## src/design/fuzzy_threshold_inference_core_assert.svh

```systemverilog
// Assertion macros shared by the fuzzy threshold inference design
`ifndef FUZZY_THRESHOLD_INFERENCE_CORE_ASSERT_SVH
`define FUZZY_THRESHOLD_INFERENCE_CORE_ASSERT_SVH

// expression holds at every clock edge outside reset
`define FTI_ASSERT_ALWAYS(label, clk, rst, expr) \
  label: assert property (@(posedge clk) disable iff (rst) (expr)) \
    else $error("assertion failed: label");

// consequent holds in the same cycle as the antecedent
`define FTI_ASSERT_IMPLY(label, clk, rst, ante, cons) \
  label: assert property (@(posedge clk) disable iff (rst) (ante) |-> (cons)) \
    else $error("assertion failed: label");

// consequent holds in the cycle after the antecedent
`define FTI_ASSERT_NEXT(label, clk, rst, ante, cons) \
  label: assert property (@(posedge clk) disable iff (rst) (ante) |=> (cons)) \
    else $error("assertion failed: label");

`endif

```

## src/design/fti_pkg.sv

```systemverilog
// Shared types, constants and register codes of the fuzzy threshold inference core
package fti_pkg;

  localparam int FRACTION_BITS_DEFAULT = 16;

  localparam int WEIGHT_W  = 16;
  localparam int LIMIT_W   = 17;
  localparam int SIZE_W    = 16;
  localparam int PAT_W     = 2;
  localparam int LOAD_W    = 10;
  localparam int BW_W      = 17;
  localparam int RESULT_W  = 16;
  localparam int CFG_IDX_W = 3;
  localparam int CFG_DAT_W = 17;

  localparam int QUOT_BITS   = 16;
  localparam int COG_LAT     = QUOT_BITS + 1;
  localparam int QUEUE_DEPTH = 2;

  localparam logic [RESULT_W-1:0] COG_MAX = 16'd58982;

  localparam logic [CFG_IDX_W-1:0] REG_SIZE_W_DELTA  = 3'd0;
  localparam logic [CFG_IDX_W-1:0] REG_PAT_W_DELTA   = 3'd1;
  localparam logic [CFG_IDX_W-1:0] REG_SIZE_W_LAMBDA = 3'd2;
  localparam logic [CFG_IDX_W-1:0] REG_PAT_W_LAMBDA  = 3'd3;
  localparam logic [CFG_IDX_W-1:0] REG_LOAD_W_LAMBDA = 3'd4;
  localparam logic [CFG_IDX_W-1:0] REG_BW_W_LAMBDA   = 3'd5;
  localparam logic [CFG_IDX_W-1:0] REG_BW_LOW        = 3'd6;
  localparam logic [CFG_IDX_W-1:0] REG_BW_HIGH       = 3'd7;

  localparam logic [WEIGHT_W-1:0] RST_SIZE_W_DELTA  = 16'd32768;
  localparam logic [WEIGHT_W-1:0] RST_PAT_W_DELTA   = 16'd32768;
  localparam logic [WEIGHT_W-1:0] RST_SIZE_W_LAMBDA = 16'd13107;
  localparam logic [WEIGHT_W-1:0] RST_PAT_W_LAMBDA  = 16'd19661;
  localparam logic [WEIGHT_W-1:0] RST_LOAD_W_LAMBDA = 16'd19661;
  localparam logic [WEIGHT_W-1:0] RST_BW_W_LAMBDA   = 16'd13107;
  localparam logic [LIMIT_W-1:0]  RST_BW_LOW        = 17'd55;
  localparam logic [LIMIT_W-1:0]  RST_BW_HIGH       = 17'd550;

  localparam logic [PAT_W-1:0] PAT_MS = 2'd0;
  localparam logic [PAT_W-1:0] PAT_AA = 2'd1;

  localparam logic [1:0] LEVEL_LO  = 2'd0;
  localparam logic [1:0] LEVEL_MID = 2'd1;
  localparam logic [1:0] LEVEL_HI  = 2'd2;

  localparam logic [SIZE_W-1:0] SIZE_B1 = 16'd14;
  localparam logic [SIZE_W-1:0] SIZE_B2 = 16'd28;
  localparam logic [SIZE_W-1:0] SIZE_B3 = 16'd42;
  localparam logic [SIZE_W-1:0] SIZE_B4 = 16'd56;
  localparam int SIZE_SPAN  = 14;
  localparam int SIZE_IDX_W = $clog2(SIZE_SPAN);

  localparam logic [LOAD_W-1:0] LOAD_B1  = 10'd200;
  localparam logic [LOAD_W-1:0] LOAD_B2  = 10'd400;
  localparam logic [LOAD_W-1:0] LOAD_B3  = 10'd600;
  localparam logic [LOAD_W-1:0] LOAD_B4  = 10'd800;
  localparam logic [LOAD_W-1:0] LOAD_MAX = 10'd1000;
  localparam int LOAD_SPAN  = 200;
  localparam int LOAD_IDX_W = $clog2(LOAD_SPAN);

  typedef struct packed {
    logic [WEIGHT_W-1:0] size_w_delta;
    logic [WEIGHT_W-1:0] pat_w_delta;
    logic [WEIGHT_W-1:0] size_w_lambda;
    logic [WEIGHT_W-1:0] pat_w_lambda;
    logic [WEIGHT_W-1:0] load_w_lambda;
    logic [WEIGHT_W-1:0] bw_w_lambda;
    logic [LIMIT_W-1:0]  bw_low;
    logic [LIMIT_W-1:0]  bw_high;
  } cfg_t;

  typedef struct packed {
    logic       err;
    logic       aa;
    logic [1:0] size_lvl;
    logic [1:0] load_lvl;
    logic [1:0] band;
  } cls_t;

  typedef struct packed {
    logic empty;
    logic full;
  } q_stat_t;

endpackage

```

## src/design/fti_queue.sv

```systemverilog
// Short queue between the classifying front end and the rule back end
module fti_queue #(
  parameter int WIDTH = 8
) (
  input  logic             clk,
  input  logic             rst,
  input  logic             push,
  input  logic [WIDTH-1:0] wdata,
  input  logic             pop,
  output logic [WIDTH-1:0] rdata,
  output fti_pkg::q_stat_t stat
);

  localparam int DEPTH = fti_pkg::QUEUE_DEPTH;
  localparam int PTR_W = (DEPTH > 1) ? $clog2(DEPTH) : 1;
  localparam int CNT_W = $clog2(DEPTH + 1);
  localparam logic [PTR_W-1:0] PTR_LAST = PTR_W'(DEPTH - 1);
  localparam logic [CNT_W-1:0] CNT_FULL = CNT_W'(DEPTH);

  logic [WIDTH-1:0] mem [DEPTH];
  logic [PTR_W-1:0] wr_ptr;
  logic [PTR_W-1:0] rd_ptr;
  logic [CNT_W-1:0] count;
  logic             do_push;
  logic             do_pop;

  assign stat.empty = (count == '0);
  assign stat.full  = (count == CNT_FULL);
  assign do_push    = push && !stat.full;
  assign do_pop     = pop && !stat.empty;
  assign rdata      = mem[rd_ptr];

  always_ff @(posedge clk) begin
    if (do_push) begin
      mem[wr_ptr] <= wdata;
    end
  end

  always_ff @(posedge clk) begin
    if (rst) begin
      wr_ptr <= '0;
      rd_ptr <= '0;
      count  <= '0;
    end else begin
      if (do_push) begin
        wr_ptr <= (wr_ptr == PTR_LAST) ? '0 : wr_ptr + 1'b1;
      end
      if (do_pop) begin
        rd_ptr <= (rd_ptr == PTR_LAST) ? '0 : rd_ptr + 1'b1;
      end
      if (do_push && !do_pop) begin
        count <= count + 1'b1;
      end else if (do_pop && !do_push) begin
        count <= count - 1'b1;
      end
    end
  end

endmodule

```

## config.mk

```make
export PLATFORM = sky130hd
export DESIGN_NAME = fti_queue
export DESIGN_NICKNAME = d
export VERILOG_FILES = /design/src/design/fuzzy_threshold_inference_core_assert.svh /design/src/design/fti_pkg.sv /design/src/design/fti_queue.sv
export SDC_FILE = /design/constraint.sdc
export NUM_CORES = 1
export LEC_CHECK = 0
export ABC_CLOCK_PERIOD_IN_PS = 4000
export BUFFER_PORTS_ARGS = -buffer_cell sky130_fd_sc_hd__buf_2
export CAP_MARGIN = 20
export CELL_PAD_IN_SITES_DETAIL_PLACEMENT = 1
export CELL_PAD_IN_SITES_GLOBAL_PLACEMENT = 2
export CORE_MARGIN = 2
export CORE_UTILIZATION = 36
export DETAILED_ROUTE_END_ITERATION = 12
export GPL_TIMING_DRIVEN = 0
export HOLD_SLACK_MARGIN = 0.05
export PLACE_DENSITY_LB_ADDON = 0.1
export SLEW_MARGIN = 25
export SYNTH_ARGS = -nofsm -noshare
export SYNTH_HDL_FRONTEND = slang
export SYNTH_SLANG_ARGS = --single-unit
```

## constraint.sdc

```tcl
create_clock -name clk -period 4 [get_ports clk]
set_clock_uncertainty 0.2 [all_clocks]
set_input_delay 0.2 -clock clk [delete_from_list [all_inputs] [get_ports clk]]
set_output_delay 0.2 -clock clk [all_outputs]
set_load 0.02 [all_outputs]
```

# --- Word-level counts from Yosys, hierarchy flattened ---
# Memory sizes are Yosys's and may differ from the RTL's. A register that Yosys moved wholly into a read port is not among the register bits.
# Cells that the tools add are included.
op_classes:
  mul: 0
  n_lt_le_gt_ge: 0
  n_shift: 0
  add_sub_neg: 4
  div: 0
  n_eq_ne: 1
  n_reduce_logical: 10
  n_mux: 8
  n_bitwise: 0
op_table:
  columns: ["cell", "count"]
  rows:
  - ["$mux 1", 6]
  - ["$logic_and 1x1->1", 4]
  - ["$logic_not 1->1", 4]
  - ["$mux 2", 2]
  - ["$add 1x1->1 const B", 2]
  - ["$add 2x1->2 const B", 1]
  - ["$eq 2x2->1 const B", 1]
  - ["$logic_not 2->1", 1]
  - ["$reduce_bool 2->1", 1]
  - ["$sub 2x1->2 const B", 1]
word_totals:
  out_inout_bits: 10
  in_bits: 12
  word_cells: 27
  romBits: 0
  regBits: 4
  ramBits: 16
  latch_bits: 0
  memories: 1
mem_list:
  columns: ["memory", "depth", "word_bits", "rd", "rd_clocked_by_memory_dff", "wr", "line_no", "text"]
  rows:
  - ["mem", 2, 8, 1, 1, 1, "fti_queue.sv:20", "logic [WIDTH-1:0] mem [DEPTH];"]

# --- Depth between registers and ports, before layout ---
depth:
  word_depth: 7
  mapped_depth: 6
  ltp_nobuf: 6

# --- Least setup slack after synthesis ---
# OpenSTA, ideal clock, no wires.
synth_timing:
  path_kind: "register to register"
  from: "reg count[1]"
  to: "reg count[1]"
  period_less_slack_ns: 1.806
  path_buffers: 0
  path_slack_ns: 2.194
  stages_incl_launch_ff: 6
  arrival_time_ns: 1.537
  required_ns: 3.730
  setup_time_ns: 0.070
  path_cell_list: "dfxtp_1 -> nor2b_2 -> nor2_1 -> ha_1 -> or3_1 -> a21oi_1"
synth_lines:
  columns: ["item", "line_no", "text"]
  rows:
  - ["from (decl)", "fti_queue.sv:23", "logic [CNT_W-1:0] count;"]
  - ["from (signal assigned)", "fti_queue.sv:52", "count <= count + 1'b1;"]
  - ["from (signal assigned)", "fti_queue.sv:54", "count <= count - 1'b1;"]

# --- Final worst setup path ---
layout_timing:
  from: "reg count[1]"
  to: "reg count[1]"
layout_between:
  elab_chain_cells: 6
  elab_cells_between_ends: 15
  classes_between: "add/sub (2); eq/ne (1); mux (2); reduce/logical (10)"
layout_rtl:
  columns: ["item", "line_no", "text"]
  rows:
  - ["$eq 2x2->1 (*)", "fti_queue.sv:28", "assign stat.full = (count == CNT_FULL);"]
  - ["$logic_not 1->1 (*)", "fti_queue.sv:29", "assign do_push = push && !stat.full;"]
  - ["$logic_and 1x1->1 (*)", "fti_queue.sv:29", null]
  - ["named net do_push", "fti_queue.sv:24", "logic do_push;"]
  - ["$logic_not 1->1", "fti_queue.sv:53", "end else if (do_pop && !do_push) begin"]
  - ["$logic_and 1x1->1", "fti_queue.sv:53", null]
  - ["$reduce_bool 2->1 (no line)", null, null]
# Mark *: on every way through the listed nets, which the timed path passes. The rest lies on a longest branch. The select of a mux whose other input is x is not followed.
# A chain may end at the register's enable or synchronous reset.

==> metrics.txt <==
Residual DRC=0; H-Tree Depth=1; row count=16; power density over the cells=582.5 mW/mm2; Mapped Avg Cell Area=15.87 um2; final setup fails=0; Seq cells post-synth=21; Synth Cell Area=a little under 800 um2; final wirelength=~1400 um; area leader, netlist=edfxtp_1; hold path cells=4; Max-cap violations=0; port buffer count=21; core area=0.002022 mm2; area of the multi-input gates=200.2 um2; Hold Path End=wr_ptr$_SDFFE_PP0P_; setup bufs post-CTS=0; worst slew pin tran=between 0.3 and 0.4 ns; ys async rst share=0%; CTS tree=yes; RSZ-0062 raised after global routing=false; most area-consuming cells after synthesis=edfxtp_1, dfxtp_1, mux2_2, xor2_1, nor2_1; GRT Util Overall=roughly an eighth; clock root buffer master=clkbuf_4; outcome=finished, final reports clean; r2r setup slk=roughly 2.2 ns; Routability Congestion=~0.66; worst path required time=about 4.0 ns; total power=610.8 uW; Area growth syn-to-layout=32.18%; setup TNS=0 ns; worst rel slew slack=approximately three quarters; r2r startpoint=count[1]$_SDFFE_PP0P_; hold path startpoint=push; CTS clk-pin slew, worst paths=around 0.11 ns; CP Class=reg -> reg; CTS Buffer Depth=2; crit path max fanout=5; RR Endpoint=count[1]$_SDFFE_PP0P_; layout cell share with drive strength beyond 1=40.48%; post-CTS sizing=0; die height=around 51 um; Final HPWL DP=around 900 um; Hold Fails Final Rpt=0; worst vdd ir=around 0.00027 V; biggest cell delay along the critical path=approximately 0.40 ns; area share of the leading cell type in the synthesized netlist=~61%; # hold bufs at CTS=9; Worst R2R Path Depth=5; Worst path slowest cell=dfxtp_1; fin. max-slew vios=0; routed via count=~500; final net count=98; first-pass GRT wire length=between 2000 and 2500 um; WL per Instance=~12 um; Cell variety after synth=13; CP endpoint kind=flop; startpoint types=flop; Reg area=between 500 and 600 um2; Post-synth top cells=edfxtp_1, mux2_2, dfxtp_1, nor2_1; antenna cells=0; initial antenna violation count=0; top-count cell post-synth=edfxtp_1; Mapped Nets=between 60 and 70; Initial Util=39.23%; vias in the first global route=approximately 560; FILL cells=223; die width=50.94 um; clock latency on the worst-skew pair=roughly 0.29 ns; DR vias/cell=4.468; FMAX=around 560 MHz; CP arrival=~1.8 ns; Cells after Synth=50; Routed Antenna Nets=0; CTS buffer count=3; Primary FF master, synth=edfxtp_1; warnings from Yosys=0; Worst Hold Class=in -> reg; crit share post-route=45.03%; EDFF count, synth=16; Sink Count=21; pin count of the biggest net entering global routing=12; die area=around 0.0026 mm2; drt pass-1 iters=2; grt total ovfl=0; DR iter-0 viols=4; Top Ports=22; crit-path cells=nor2b_2 -> nor2_1 -> ha_1 -> or3_1 -> a21oi_1; register area share after synthesis=73.19%; Period minus WS final=between 1.5 and 2 ns; Leak=between 0.0004 and 0.0005 uW
## worst max path at each step
stage                               start                    end  slack (ns)
floorplan           count[1]$_SDFFE_PP0P_  count[1]$_SDFFE_PP0P_        2.19
global placement    count[0]$_SDFFE_PP0P_  count[1]$_SDFFE_PP0P_        2.25
detailed placement  count[1]$_SDFFE_PP0P_  count[1]$_SDFFE_PP0P_        2.21
CTS                 count[1]$_SDFFE_PP0P_  count[1]$_SDFFE_PP0P_        2.18
global route        count[1]$_SDFFE_PP0P_  count[1]$_SDFFE_PP0P_        2.09
finish              count[1]$_SDFFE_PP0P_  count[1]$_SDFFE_PP0P_        2.20
## cell families (layout without fill, tap and decap cells)
family          count (synthesis)  count (layout)  share of synthesized area, %
simple gates                    9               9                         5.837
fa+ha+maj                       1               1                         1.577
xor+xnor                        3               3                         3.313
flops                          21              21                         73.19
mux                             8               8                         11.36
compound gates                  5               5                         3.154
buf+inv                         3              37                         1.577
## area by class of cell
class / count / share of cell area [%]
plain buffers: 1 / 0.4773
clock buffers: 4 / 2.506
inverters: 2 / 0.7160
multi-input cells: 26 / 19.09
flip-flops and latches: 21 / 55.37
well taps: 27 / 3.222
repair buffers: 30 / 18.62
## power by group
part,internal [uW],total [uW],leakage (uW),switching (uW)
Clock,38.7,95.6,0.0000150,56.9
Combinational,94.0,218,0.000215,124
Sequential,278,297,0.000191,18.9
## critical path: cells and delay by family, from the launching register on
family,cells,cell delay [ns]
compound gates,1,0.14
flops,1,0.40
fa+ha+maj,1,0.33
simple gates,3,0.66
## stage by stage
stage	setup slack, ns	utilization [%]	hold WS (ns)	cells	area, um2
4_1_cts	2.180	51.86	0.08326	111	1049
2_1_floorplan	2.194	-	0.06907	50	793.3
6_report	2.199	51.86	0.08870	111	1049
3_3_place_gp	2.246	46.10	0.1891	98	932.1
3_5_place_dp	2.211	46.10	0.1927	98	932.1
5_1_grt	2.089	51.86	0.1335	111	1049
## layout by cell type, fill, tap and decap left out
cell	instances
a21oi_1	2
and2_1	1
buf_2	22
clkbuf_1	1
clkbuf_4	3
dfxtp_1	5
dlygate4sd3_1	9
edfxtp_1	16
ha_1	1
inv_1	2
mux2_2	8
nor2_1	5
nor2b_2	1
o21ai_0	3
or3_1	2
xor2_1	3
## metal layers
metal  share of wire [%]  global-route usage, %  vias up
li1                    -                      -      249
met1                  40                  13.60      235
met2                  56                  24.03       12
met3                 4.2                  2.924        0
met4                   0                  4.054        0
met5                   0                      0        -
## flip-flops by register name, summed over array words and instances (netlist names), named ones only
name	cells
wr_ptr	1
rd_ptr	1
count	2
mem	16
Power figures use the tool's default switching activity.
